===== config.mk =====
export PLATFORM = sky130hd
export DESIGN_NAME = frc_front
export DESIGN_NICKNAME = d
export VERILOG_FILES = /design/src/hw/rtl/frc_pkg.sv /design/src/hw/rtl/frc_front.sv
export SDC_FILE = /design/constraint.sdc
export NUM_CORES = 1
export LEC_CHECK = 0
export ABC_AREA = 1
export BUFFER_PORTS_ARGS = -buffer_cell sky130_fd_sc_hd__clkbuf_2
export CAP_MARGIN = 5
export CORE_MARGIN = 5
export CORE_UTILIZATION = 40
export DETAILED_ROUTE_END_ITERATION = 10
export GPL_TIMING_DRIVEN = 0
export HOLD_SLACK_MARGIN = 0.06
export PLACE_DENSITY = 0.69
export SLEW_MARGIN = 15
export SYNTH_ARGS = -nofsm -noshare
export SYNTH_HDL_FRONTEND = slang
export SYNTH_SLANG_ARGS = --single-unit

===== constraint.sdc =====
create_clock -name clk -period 25.7 [get_ports clk]
set_input_delay 1.285 -clock clk [delete_from_list [all_inputs] [get_ports clk]]
set_output_delay 1.285 -clock clk [all_outputs]
set_load 0.05 [all_outputs]

===== src/hw/rtl/frc_pkg.sv =====
// Shared types and constants for the frame receive checker.
// No dependencies.
`default_nettype none
package frc_pkg;

  localparam int unsigned HeaderBytes = 60;
  localparam logic [31:0] CrcPoly     = 32'h82F63B78;

  typedef enum logic [2:0] {
    ST_OK        = 3'd0,
    ST_PROTOCOL  = 3'd1,
    ST_VERSION   = 3'd2,
    ST_OVERSIZED = 3'd3,
    ST_CRC       = 3'd4
  } status_t;

  localparam logic KIND_HEADER = 1'b0;
  localparam logic KIND_BODY   = 1'b1;

  localparam logic [1:0] REG_MAGIC   = 2'd0;
  localparam logic [1:0] REG_VERSION = 2'd1;
  localparam logic [1:0] REG_MAXLEN  = 2'd2;

  localparam logic [15:0] TypeLowMax  = 16'd4;
  localparam logic [15:0] TypeHighMin = 16'd10;
  localparam logic [15:0] TypeHighMax = 16'd41;

  // One result item as it travels through the queue
  typedef struct packed {
    logic        item_kind;
    logic [2:0]  status;
    logic [15:0] message_type;
    logic [31:0] flags_word;
    logic [63:0] session_high;
    logic [63:0] session_low;
    logic [63:0] epoch_value;
    logic [63:0] sequence_number;
    logic [63:0] correlation_id;
    logic [31:0] declared_length;
    logic [7:0]  body_byte;
    logic        frame_end;
  } result_t;

  // Advance a reflected CRC-32C by one byte
  function automatic logic [31:0] crc_byte(input logic [31:0] crc, input logic [7:0] b);
    logic [31:0] c;
    c = crc ^ {24'd0, b};
    for (int i = 0; i < 8; i++) begin
      c = c[0] ? ((c >> 1) ^ CrcPoly) : (c >> 1);
    end
    return c;
  endfunction

endpackage
`default_nettype wire


===== src/hw/rtl/frc_front.sv =====
// Front part: collects header bytes, checks the header, runs CRC on body bytes.
// Depends on frc_pkg.
`default_nettype none
module frc_front (
  input  wire logic            clk,
  input  wire logic            rst,
  input  wire logic            in_valid,
  input  wire logic [7:0]      in_byte,
  input  wire logic [31:0]     frame_magic,
  input  wire logic [15:0]     local_version,
  input  wire logic [31:0]     max_body_length,
  output logic                 res_valid,
  output frc_pkg::result_t     res
);

  logic [479:0] header_store;
  logic [5:0]   header_count;
  logic         in_body;
  logic [31:0]  bytes_left;
  logic [31:0]  running_crc;
  logic [31:0]  expected_crc;

  logic [479:0] hdr;
  logic [31:0]  magic, blen, ecrc;
  logic [15:0]  ver, mtype;
  logic         type_ok;
  logic [2:0]   hstatus;
  logic [31:0]  crc_next;
  logic         last_hdr;
  frc_pkg::result_t res_next;

  // Assemble the full header including the byte arriving now
  always_comb begin
    hdr = header_store;
    hdr[479 -: 8] = in_byte;
    magic = hdr[31:0];
    ver   = hdr[47:32];
    mtype = hdr[63:48];
    blen  = hdr[447:416];
    ecrc  = hdr[479:448];
    type_ok = (mtype >= 16'd1 && mtype <= frc_pkg::TypeLowMax) ||
              (mtype >= frc_pkg::TypeHighMin && mtype <= frc_pkg::TypeHighMax);
    if (magic != frame_magic)           hstatus = frc_pkg::ST_PROTOCOL;
    else if (ver != local_version)      hstatus = frc_pkg::ST_VERSION;
    else if (!type_ok)                  hstatus = frc_pkg::ST_PROTOCOL;
    else if (blen > max_body_length)    hstatus = frc_pkg::ST_OVERSIZED;
    else if (blen == 32'd0 && ecrc != 32'd0) hstatus = frc_pkg::ST_CRC;
    else                                hstatus = frc_pkg::ST_OK;
    crc_next = frc_pkg::crc_byte(running_crc, in_byte);
    last_hdr = (header_count == 6'(frc_pkg::HeaderBytes - 1));
  end

  // Build the result beat for the byte arriving now
  always_comb begin
    res_next = '0;
    if (in_body) begin
      res_next.item_kind = frc_pkg::KIND_BODY;
      res_next.body_byte = in_byte;
      if (bytes_left == 32'd1) begin
        res_next.status    = ((~crc_next) == expected_crc) ? frc_pkg::ST_OK
                                                           : frc_pkg::ST_CRC;
        res_next.frame_end = 1'b1;
      end
    end else begin
      res_next.item_kind       = frc_pkg::KIND_HEADER;
      res_next.status          = hstatus;
      res_next.message_type    = mtype;
      res_next.flags_word      = hdr[95:64];
      res_next.session_high    = hdr[159:96];
      res_next.session_low     = hdr[223:160];
      res_next.epoch_value     = hdr[287:224];
      res_next.sequence_number = hdr[351:288];
      res_next.correlation_id  = hdr[415:352];
      res_next.declared_length = blen;
      res_next.frame_end       = (hstatus != frc_pkg::ST_OK) || (blen == 32'd0);
    end
  end

  // Advance frame state and register one result per body byte and one for the last header byte
  always_ff @(posedge clk) begin
    if (rst) begin
      header_count <= '0;
      in_body      <= 1'b0;
      bytes_left   <= '0;
      running_crc  <= '1;
      expected_crc <= '0;
      res_valid    <= 1'b0;
    end else begin
      res_valid <= 1'b0;
      if (in_valid) begin
        res <= res_next;
        if (in_body) begin
          running_crc <= crc_next;
          bytes_left  <= bytes_left - 32'd1;
          res_valid   <= 1'b1;
          if (bytes_left == 32'd1) begin
            in_body <= 1'b0;
          end
        end else begin
          header_store[header_count*8 +: 8] <= in_byte;
          if (!last_hdr) begin
            header_count <= header_count + 6'd1;
          end else begin
            header_count <= '0;
            res_valid    <= 1'b1;
            if (hstatus == frc_pkg::ST_OK || hstatus == frc_pkg::ST_CRC) begin
              expected_crc <= ecrc;
            end
            if (hstatus == frc_pkg::ST_OK && blen != 32'd0) begin
              in_body     <= 1'b1;
              bytes_left  <= blen;
              running_crc <= '1;
            end
          end
        end
      end
    end
  end

endmodule
`default_nettype wire


==> flow_summary.ini <==
[yosys]
synthDistinctLibCells = 42
ys_ff_latch = 989
synth_warnings = 0
synth_edf_count = 885
synth_area_leader_cell = edfxtp_1
syn_area_per_cell_sq_um = 9.83
synthArstFlopShare_pct = 0
syn-cell-area_sq_um = 43600
yosys.area.top_type_share_pct = 61.0
synth_ff_type = edfxtp_1
ys_seq_area_share_pct = 65.8
syn_inst = 4433
synth_nets = 4561
netlist_top_cells_area = edfxtp_1 (61%), nor2_1 (9.7%), inv_1 (5.9%)

[die]
die_h_um = 340
start_util_pct = 40.1
ios = 505
fp-row-count = 121
die_w_um = 340
die-area_sq_um = 116000
fp.coreArea_sq_um = 109000

[timing]
grt_setup_unrepaired = no
tightestPinTransition_ps = 1370
slew_violations = 0
min_period_ps = 4880
whs_ps = 471
setup_viol = 0
clock.fmax_ghz = 0.205
period_share_pct = 19.0
skew_ps = 44.8
slew_headroom_pct = 8.38
hold_viol = 0

[global_route]
gr-usage-met3_pct = 6.90
grt_pass1_wl_um = 237000
antenna_found_initial = 9
grtUsageTotal_pct = 28.8
gr-usage-met2_pct = 43.8
grt.met1_usage_pct = 37.8
grt_start_max_net_pins = 33
grt_pass1_vias = 33100
overflow = 0
busiest_layer = met2

[clocking]
insertion_delay_ps = 730
holdBufCountCts = 0
cts_max_level = 3
path_clk_slew_ps = 60
cts-root-buf = clkbuf_16
cts.sinks = 989
post_cts_resized = 0
cts-buffers-inserted = 102
clockBufferDepth = 3
post_cts_buffers = 0
cts_tree = done

[routing]
first_pass_iters = 9
ant_nets = 0
routedWlPerCell_um = 26.1
viasPerCell = 5.27
drt-initial-drc-count = 4739
drc = 0
via_count = 34500
drt-total-wl_um = 171000

[worst_setup_path]
path_max_fanout = 10
worstSetupStartpointType = register
required_ps = 26060
cp-end-kind = register
arrival_ps = 5240
path_class = reg -> reg

[power_and_ir_drop]
cellInternalPower_mw = 2.66
p_leak_nw = 21.2
combPwrFrac_pct = 9.5
power_frac_seq_pct = 48.6
power.switching_mw = 0.952
pwr_density_cell_nw_per_um2 = 69.9
swShare_pct = 26.3
power_frac_clock_pct = 41.9
vdd_drop_max_v = 0.0000538

[hold_path]
worstHoldPathType = reg -> reg

[layout]
drive_gt1_share_pct = 15.6
post-route-cell-area_sq_um = 51700
final_util_pct = 47.6
fin_nets = 5188
area_delta_synth_final_pct = 18.6

[place]
port_buffers = 504
place_area_sq_um = 48300
hpwlAfterDp_um = 133000
gp_congestion = 1.04

[status]
status = complete, no violations

[job]
maxCapViolations = 0
-- layer usage --
metal  wire length [um]  vias up
met2              75100     2132
li1                   -    15500
met1              66900    16500
met3              17900      459
met5                157        -
met4              11200       12
-- synth_stat cells (all sizes together), types with 17 or more instances --
cell type / instances
nand4: 48
nand3b: 17
xnor2: 26
nor2: 1133
or2: 17
o21ai: 50
nand3: 220
nor4: 23
a21oi: 103
clkbuf: 141
buf: 71
dfxtp: 104
nor3: 102
edfxtp: 885
nand2: 661
xor2: 45
ha: 37
inv: 704
o211ai: 19
-- metrics by stage --
step	setup slack, ps	std cells	power [mW]	setup TNS, ps
after floorplan	5890	4433	1.99	0
after global placement	-2220	6351	2.14	-893560
after detailed placement	20830	6370	2.12	0
after CTS	20890	6558	3.61	0
after global routing	20540	6558	3.70	0
final	20820	6559	3.61	0
-- area by class of cell --
type                            count  area [sq um]
Antenna cell                        1          2.50
Buffer                            212           896
Clock buffer                      127          2660
Clock inverter                     61           702
Fill cell                        9921         56900
Inverter                          707          2650
Multi-Input combinational cell   2525         11400
Sequential cell                   989         28700
Tap cell                         1414          1770
Timing Repair Buffer              523          2930
-- final timing paths --
path	from	to	slack (ps)	cells after the start
setup / recovery	header_count[0]	header_store[37]	20820	16
hold reg to reg	expected_crc[31]	expected_crc[31]	470	2
hold / removal	expected_crc[31]	expected_crc[31]	470	2
setup reg to reg	header_count[0]	header_store[37]	20820	16
-- cells in the final DEF, fill, tap and decap left out, types with 7 or more instances in the layout --
cell type and n:
a21oi_1 103, buf_1 22, buf_12 10, buf_16 7
buf_2 43, bufinv_16 11, clkbuf_1 163, clkbuf_16 102
clkbuf_2 506, clkinv_1 21, clkinv_2 14, dfxtp_1 104
edfxtp_1 885, ha_1 37, inv_1 690, inv_2 14
nand2_1 628, nand2_2 26, nand2_4 7, nand3_1 215
nand3b_1 17, nand4_1 46, nor2_1 1131, nor3_1 96
nor4_1 22, o211ai_1 19, o21ai_0 50, or2_2 12
xnor2_1 26, xor2_1 43
-- power by group through the flow --
stage	Combinational, mW	Sequential (mW)	Clock, mW
global route	0.355	1.75	1.59
detailed placement	0.331	1.79	0
floorplan	0.141	1.85	0
global placement	0.323	1.82	0
finish	0.344	1.75	1.51
CTS	0.332	1.76	1.52
-- registers in the layout, indices dropped and copies added, names as in the netlist --
register / count
expected_crc: 32
in_body: 1
res: 413
bytes_left: 32
header_count: 6
res_valid: 1
header_store: 472
running_crc: 32
-- worst max-delay path: stages, from the launching register on --
cell and delay (ps):
dfxtp_1 320, buf_2 230, clkinv_1 290, clkbuf_1 310, ha_1 280, nand2_1 80
nor2_1 40, inv_1 70, or2_2 110, nor2_1 80, nor3_1 410, nand2_1 140
nor2_1 600, nand2_1 380, nor2_1 400, nand2_1 140, nor2_1 620
-- cells by family (layout without fill, tap and decap cells) --
kind of cell / Yosys count / count (layout) / share of synthesized area (%)
AO/OA/AOI/OAI: 188 / 188 / 2.35
adder cells (fa/ha/maj): 37 / 37 / 1.06
other: 0 / 1 / 0
XOR/XNOR: 71 / 71 / 1.46
flip-flops: 989 / 989 / 65.8
multiplexers: 1 / 1 / 0.0258
buffers and inverters: 919 / 1630 / 8.14
AND/OR/NAND/NOR: 2228 / 2228 / 21.2
Power figures use the tool's default switching activity.
